===== config.mk =====
export PLATFORM = sky130hd
export DESIGN_NAME = pts_front
export DESIGN_NICKNAME = d
export VERILOG_FILES = /design/src/design/pts_pkg.sv /design/src/design/pts_front.sv
export SDC_FILE = /design/constraint.sdc
export NUM_CORES = 1
export LEC_CHECK = 0
export BUFFER_PORTS_ARGS = -buffer_cell sky130_fd_sc_hd__buf_2
export CORE_ASPECT_RATIO = 0.9
export CORE_MARGIN = 10
export CORE_UTILIZATION = 45
export DETAILED_ROUTE_END_ITERATION = 10
export MAX_ROUTING_LAYER = met4
export PLACE_DENSITY_LB_ADDON = 0.2
export SLEW_MARGIN = 20
export SYNTH_ARGS = -nofsm -noshare
export SYNTH_HDL_FRONTEND = slang
export SYNTH_SLANG_ARGS = --single-unit

===== constraint.sdc =====
create_clock -name aclk -period 19.9 [get_ports aclk]
set_clock_uncertainty 0.05 [all_clocks]
set_input_delay 3.98 -clock aclk [delete_from_list [all_inputs] [get_ports aclk]]
set_output_delay 3.98 -clock aclk [all_outputs]
set_load 0.005 [all_outputs]

===== src/design/pts_pkg.sv =====
package pts_pkg;

    localparam int SlotCount = 256;
    localparam int SlotW = (SlotCount > 1) ? $clog2(SlotCount) : 1;
    localparam int AddrLimit = (SlotCount < 256) ? SlotCount : 256;
    localparam logic [31:0] CntMax = 32'hFFFF_FFFF;

    // operation codes
    localparam logic [2:0] OP_CREATE  = 3'd0;
    localparam logic [2:0] OP_SETTIME = 3'd1;
    localparam logic [2:0] OP_GETTIME = 3'd2;
    localparam logic [2:0] OP_READ    = 3'd3;
    localparam logic [2:0] OP_TICK    = 3'd4;

    // status codes
    localparam logic [2:0] ST_OK       = 3'd0;
    localparam logic [2:0] ST_BAD_SLOT = 3'd1;
    localparam logic [2:0] ST_BAD_CLK  = 3'd2;
    localparam logic [2:0] ST_FULL     = 3'd3;
    localparam logic [2:0] ST_WOULD_BLK = 3'd4;

    // clock ids
    localparam logic [3:0] CLK_REALTIME   = 4'd0;
    localparam logic [3:0] CLK_MONOTONIC  = 4'd1;
    localparam logic [3:0] CLK_BOOT       = 4'd7;
    localparam logic [3:0] CLK_RT_ALARM   = 4'd8;
    localparam logic [3:0] CLK_BOOT_ALARM = 4'd9;

    // configuration register indexes
    localparam logic [7:0] CFG_RT_OFFSET  = 8'd0;
    localparam logic [7:0] CFG_START_TIME = 8'd1;

    typedef enum logic [2:0] {
        K_CREATE,
        K_BAD_CLK,
        K_SLOT_OP,
        K_TICK,
        K_NOP
    } kind_t;

    typedef struct packed {
        kind_t       kind;
        logic [2:0]  op;
        logic [7:0]  slot;
        logic [3:0]  clock_id;
        logic        opt;
        logic [63:0] value;
        logic [63:0] period;
        logic [63:0] raw;
    } item_t;

    typedef struct packed {
        logic        rt;
        logic        nb;
        logic        armed;
        logic [63:0] expiry;
        logic [63:0] period;
        logic [31:0] pending;
    } row_t;

endpackage


===== src/design/pts_front.sv =====
module pts_front (
    input  logic            aclk,
    input  logic            aresetn,
    input  logic            s_tvalid,
    output logic            s_tready,
    input  logic [2:0]      s_op,
    input  logic [207:0]    s_data,
    output logic            q_valid,
    output pts_pkg::item_t  q_item,
    input  logic            q_pop
);

    pts_pkg::item_t q_reg [2];
    logic       wr_ptr_reg;
    logic       rd_ptr_reg;
    logic [1:0] count_reg;
    logic       push;
    logic       clk_ok;
    pts_pkg::item_t in_item;

    assign s_tready = (count_reg != 2'd2);
    assign push     = s_tvalid && s_tready;
    assign q_valid  = (count_reg != 2'd0);
    assign q_item   = q_reg[rd_ptr_reg];

    // classify the incoming beat
    always_comb begin
        clk_ok = (s_data[11:8] == pts_pkg::CLK_REALTIME) ||
                 (s_data[11:8] == pts_pkg::CLK_MONOTONIC) ||
                 (s_data[11:8] == pts_pkg::CLK_BOOT) ||
                 (s_data[11:8] == pts_pkg::CLK_RT_ALARM) ||
                 (s_data[11:8] == pts_pkg::CLK_BOOT_ALARM);
        in_item.op       = s_op;
        in_item.slot     = s_data[7:0];
        in_item.clock_id = s_data[11:8];
        in_item.opt      = s_data[12];
        in_item.value    = s_data[76:13];
        in_item.period   = s_data[140:77];
        in_item.raw      = s_data[204:141];
        unique case (s_op)
            pts_pkg::OP_CREATE:  in_item.kind = clk_ok ? pts_pkg::K_CREATE : pts_pkg::K_BAD_CLK;
            pts_pkg::OP_SETTIME,
            pts_pkg::OP_GETTIME,
            pts_pkg::OP_READ:    in_item.kind = pts_pkg::K_SLOT_OP;
            pts_pkg::OP_TICK:    in_item.kind = pts_pkg::K_TICK;
            default:             in_item.kind = pts_pkg::K_NOP;
        endcase
    end

    // store the beat
    always_ff @(posedge aclk) begin
        if (push) begin
            q_reg[wr_ptr_reg] <= in_item;
        end
    end

    // advance pointers and fill count
    always_ff @(posedge aclk) begin
        if (!aresetn) begin
            wr_ptr_reg <= 1'b0;
            rd_ptr_reg <= 1'b0;
            count_reg  <= 2'd0;
        end else begin
            if (push) wr_ptr_reg <= ~wr_ptr_reg;
            if (q_pop) rd_ptr_reg <= ~rd_ptr_reg;
            count_reg <= count_reg + {1'b0, push} - {1'b0, q_pop};
        end
    end

endmodule


; Word-level counts from Yosys, hierarchy flattened
; Memory sizes are Yosys's and may differ from the RTL's. A register that Yosys moved wholly into a read port is not among the register bits.
; Index checks and enable logic that the tools add are counted.
[totals]
word_cells = 32
in_bits = 215
regBits = 4
mem_count = 1
ramBits = 422
[mem_list]
columns = memory, depth, width, rd, rd_clocked_by_memory_dff, write_ports, line_no
row1 = q_reg, 2, 211, 1, 1, 1, pts_front.sv:13  ; pts_pkg::item_t q_reg [2];
[op_classes]
eq_ne = 9
bitwise = 2
n_reduce_logical = 9
muxes = 6
add_sub_neg = 2
[ops]
columns = operator, n
row1 = 3-bit one-hot mux with 3 select lines, 1
row2 = "4-bit equality test, second input constant", 2
row3 = "3-bit by 2-bit equality test with 1-bit output, second input constant", 2
row4 = 1-bit two-way mux, 5
row5 = "4-bit by 1-bit equality test with 1-bit output, second input constant", 1
row6 = "4-bit by 3-bit equality test with 1-bit output, second input constant", 1
row7 = 4-bit logical NOT, 1
row8 = 1-bit logical OR, 4
row9 = "3-bit by 1-bit equality test with 1-bit output, second input constant", 1
row10 = "3-bit equality test, second input constant", 1
row11 = 3-bit logical NOT, 1
row12 = 3-bit OR reduction, 1
row13 = 2-bit by 1-bit adder with 2-bit output, 1
row14 = "2-bit inequality test, second input constant", 1
row15 = 1-bit inverter, 2
row16 = 2-bit nonzero test, 1
row17 = 2-bit by 1-bit subtractor with 2-bit output, 1
row18 = 1-bit logical AND, 1

; Logic depth before layout (Yosys ltp)
[depth]
word_depth = 7
mapped_depth = 8
depth_no_buf = 8

; Worst setup path before layout
; No wires, ideal clock.
[synth_timing]
kind = input -> register
startpoint = in s_tvalid
endpoint = mem q_reg[0][0] (netlist name) (enable)
required_ps = 19064
setup_time_ps = 786
path_stages = 2
n_path_buf = 0
arrival_time_ps = 12820
setup_slack_ps = 6245
cell_sequence = nand2_1 nor2_1
[synth_between]
elab_chain_cells = 3
[synth_rtl]
columns = item, line_no
row1 = "start, declared", pts_front.sv:4  ; input logic s_tvalid,
row2 = 1-bit logical AND, pts_front.sv:22  ; assign push = s_tvalid && s_tready;
row3 = 1-bit two-way mux, pts_front.sv:52  ; if (push) begin
row4 = 1-bit two-way mux (not written as such), pts_front.sv:53  ; q_reg[wr_ptr_reg] <= in_item;
row5 = "end, declared", pts_front.sv:13
; Every way passes these cells.

==> impl_metrics.json <==
{
  "status": "completed",
  "wl_met2_um": 17400,
  "path_cells": "buf_4 > mux2_2 > buf_2",
  "grt_pass1_wl_um": 52000,
  "crit_type": "reg2out",
  "peakVddDrop_v": 0.0000815,
  "core-area_sq_um": 34000,
  "clkTransAtPathRegs_ps": 60,
  "synth_edf_count": 422,
  "synth_compound_area_share_pct": 0.0804,
  "ys_seq_area_share_pct": 82.1,
  "rsz0062_at_grt": "no",
  "antenna_found_initial": 16,
  "hold_violations": 0,
  "dieArea_sq_um": 42400,
  "slew_violations": 0,
  "cts_buffers": 44,
  "routed_wl_um": 35700,
  "layout.nets": 1358,
  "vias": 7951,
  "drc": 0,
  "gp_congestion": 0.751,
  "relSlewSlack_pct": 26.9,
  "worstMarginPinSlew_ps": 1100,
  "syn_to_final_growth_pct": 25.0,
  "dr.first_iter.drc_count": 338,
  "fillers": 2715,
  "fin_crit_sh_pct": 35.9,
  "initial_core_util_pct": 45.7,
  "syn_nets": 903,
  "synth_flop_cell": "edfxtp_1",
  "crit_family": "buffers and inverters",
  "synth_common_cells": "edfxtp_1 (422), mux2_2 (211), buf_6 (21), dfxtp_1 (5), and2_1 (4)",
  "crit_slowest_cell": "dfxtp_4",
  "r2r-start": "count_reg[0]",
  "track_usage_pct": 16.6,
  "yosysMostFrequentCell": "edfxtp_1",
  "ant_nets": 0,
  "dpl.hpwl_um": 24600,
  "synth_cell_types": 21,
  "synth_top_family_by_area": "multiplexers",
  "worstPathRequired_ps": 15870,
  "reg2regPathDepth": 4,
  "path_max_fanout": 78,
  "first_pass_iters": 5,
  "root_buffer": "clkbuf_16",
  "ys_ff_latch": 427,
  "met1_length_um": 13600,
  "route.met3.wl_um": 4040,
  "viasPerCell": 4.81,
  "worstSetupPathDepth": 3,
  "hold_path_class": "reg2reg",
  "clock_latency_ps": 530,
  "synth_xor_area_share_pct": 0.169,
  "critPathMaxStageDelay_ps": 930,
  "holdBufCountCts": 0,
  "yosys_warnings": 0,
  "cts.sinks": 427,
  "largest_reg_flops": 422,
  "die_width_um": 216,
  "cp.arrival_ps": 3110,
  "critPathCaptureType": "output pin",
  "p_leak_nw": 7.21,
  "final_cell_count_no_fill": 1653,
  "period_minus_slack_ps": 7140,
  "holdPathStages": 2,
  "synth_fa_ha_area_share_pct": 0.161,
  "startpoint_type": "flip-flop",
  "gr-total-overflow": 0,
  "setup_tns_ps": 0,
  "synthMuxAreaShare_pct": 15.3,
  "dieHeight_um": 196,
  "path_buf_inv": 2,
  "cap_violations": 0,
  "dp_cells": 1557,
  "power_mw": 2.26,
  "power.density_nw_per_um2": 116,
  "drive_gt1_share_pct": 60.1,
  "hold_start": "wr_ptr_reg",
  "reg2reg_slack_ps": 16870,
  "cts_resized": 0,
  "cts_buffer_depth": 3,
  "syn_area_sq_um": 15600,
  "synth_area_leader_cell": "edfxtp_1",
  "async_reset_ff_share_pct": 0,
  "post_cts_buffers": 0,
  "cts_tree": "done",
  "core.rowCount": 64,
  "grt_pass1_vias": 8543,
  "routedWlPerCell_um": 21.6,
  "htreeDepth": 2,
  "synth_cells": 686,
  "fmax_ghz": 0.140,
  "synth_area_leaders": "edfxtp_1 (81%), mux2_2 (15%), buf_6 (1.5%), dfxtp_1 (0.64%), and2_1 (0.16%)",
  "port_buffers": 424,
  "yosys.area_share.simple_pct": 0.579,
  "finalSetupViolCount": 0,
  "synth_top_cell_area_share_pct": 81.4,
  "grt_max_degree": 82,
  "avgSynthCellArea_sq_um": 22.7,
  "topRoutingLayerUsed": "met4",
  "io_pins": 428,
  "hold_slack_ps": 488
}
==> stage by stage <==
| stage | utilization [%] | cell area, sq um | setup slack, ps |
|---|---|---|---|
| 6_report | 57.2 | 19500 | 12760 |
| 3_3_place_gp | 53.2 | 18100 | 13170 |
| 3_5_place_dp | 53.2 | 18100 | 13220 |
| 2_1_floorplan | - | 15600 | 6240 |
| 4_1_cts | 57.0 | 19400 | 12700 |
| 5_1_grt | 57.2 | 19500 | 12570 |
==> logic make-up after synthesis <==
group	Yosys count
DFF	427
AOI/OAI and AO/OA	2
xor gates and xnor gates	3
muxes	212
and+or+nand+nor	16
buffers and inverters	24
adders and majority gates	2
==> power breakdown <==
part           switching, mW  internal, mW  total, mW
logic                  0.187         0.148      0.334
clock network          0.315         0.439      0.753
registers             0.0296          1.14       1.17
total                  0.531          1.73       2.26
==> final timing paths <==
| path | to |
|---|---|
| hold / removal | wr_ptr_reg |
| setup reg to reg | q_reg[1][192] |
| hold reg to reg | wr_ptr_reg |
| setup / recovery | q_item[56] |
==> cell usage in the layout (no fill, tap or decap), types with 2 or more instances in the layout <==
master,synthesis,final
clkbuf_1,0,12
and2_1,4,4
xnor2_1,2,2
nor2_1,3,2
buf_2,2,424
clkinv_2,0,11
ha_1,2,2
nand2b_1,2,2
edfxtp_1,422,422
dfxtp_1,5,4
clkbuf_16,0,45
mux2_2,211,211
nand2_1,2,2
clkinv_1,0,8
buf_4,0,7
diode_2,0,18
bufinv_16,0,2
==> layer usage <==
layer / GRT usage, % / vias to the layer above
li1: - / 3690
met1: 18.4 / 3895
met2: 26.2 / 311
met3: 7.82 / 55
met4: 4.97 / 0
met5: - / -
==> final cells by class <==
type                       instances  area, sq um  area share (%)
timing repair buffer             432         2190            11.2
clock inverter                    21          145           0.746
inverter                           1         3.75          0.0193
multi-input combinational        235         2550            13.1
sequential                       427        12800            65.7
antenna                           18         45.0           0.231
clock buffer                      57         1170            6.02
tap                              462          578            2.97
==> worst reg2reg max path: cells and delay by family (launching register included) <==
kind | cells | cell delay (ps)
buffers and inverters | 2 | 1460
flip-flops | 1 | 340
AND/OR/NAND/NOR | 2 | 720
No activity file was read; power rests on OpenSTA's default activity.
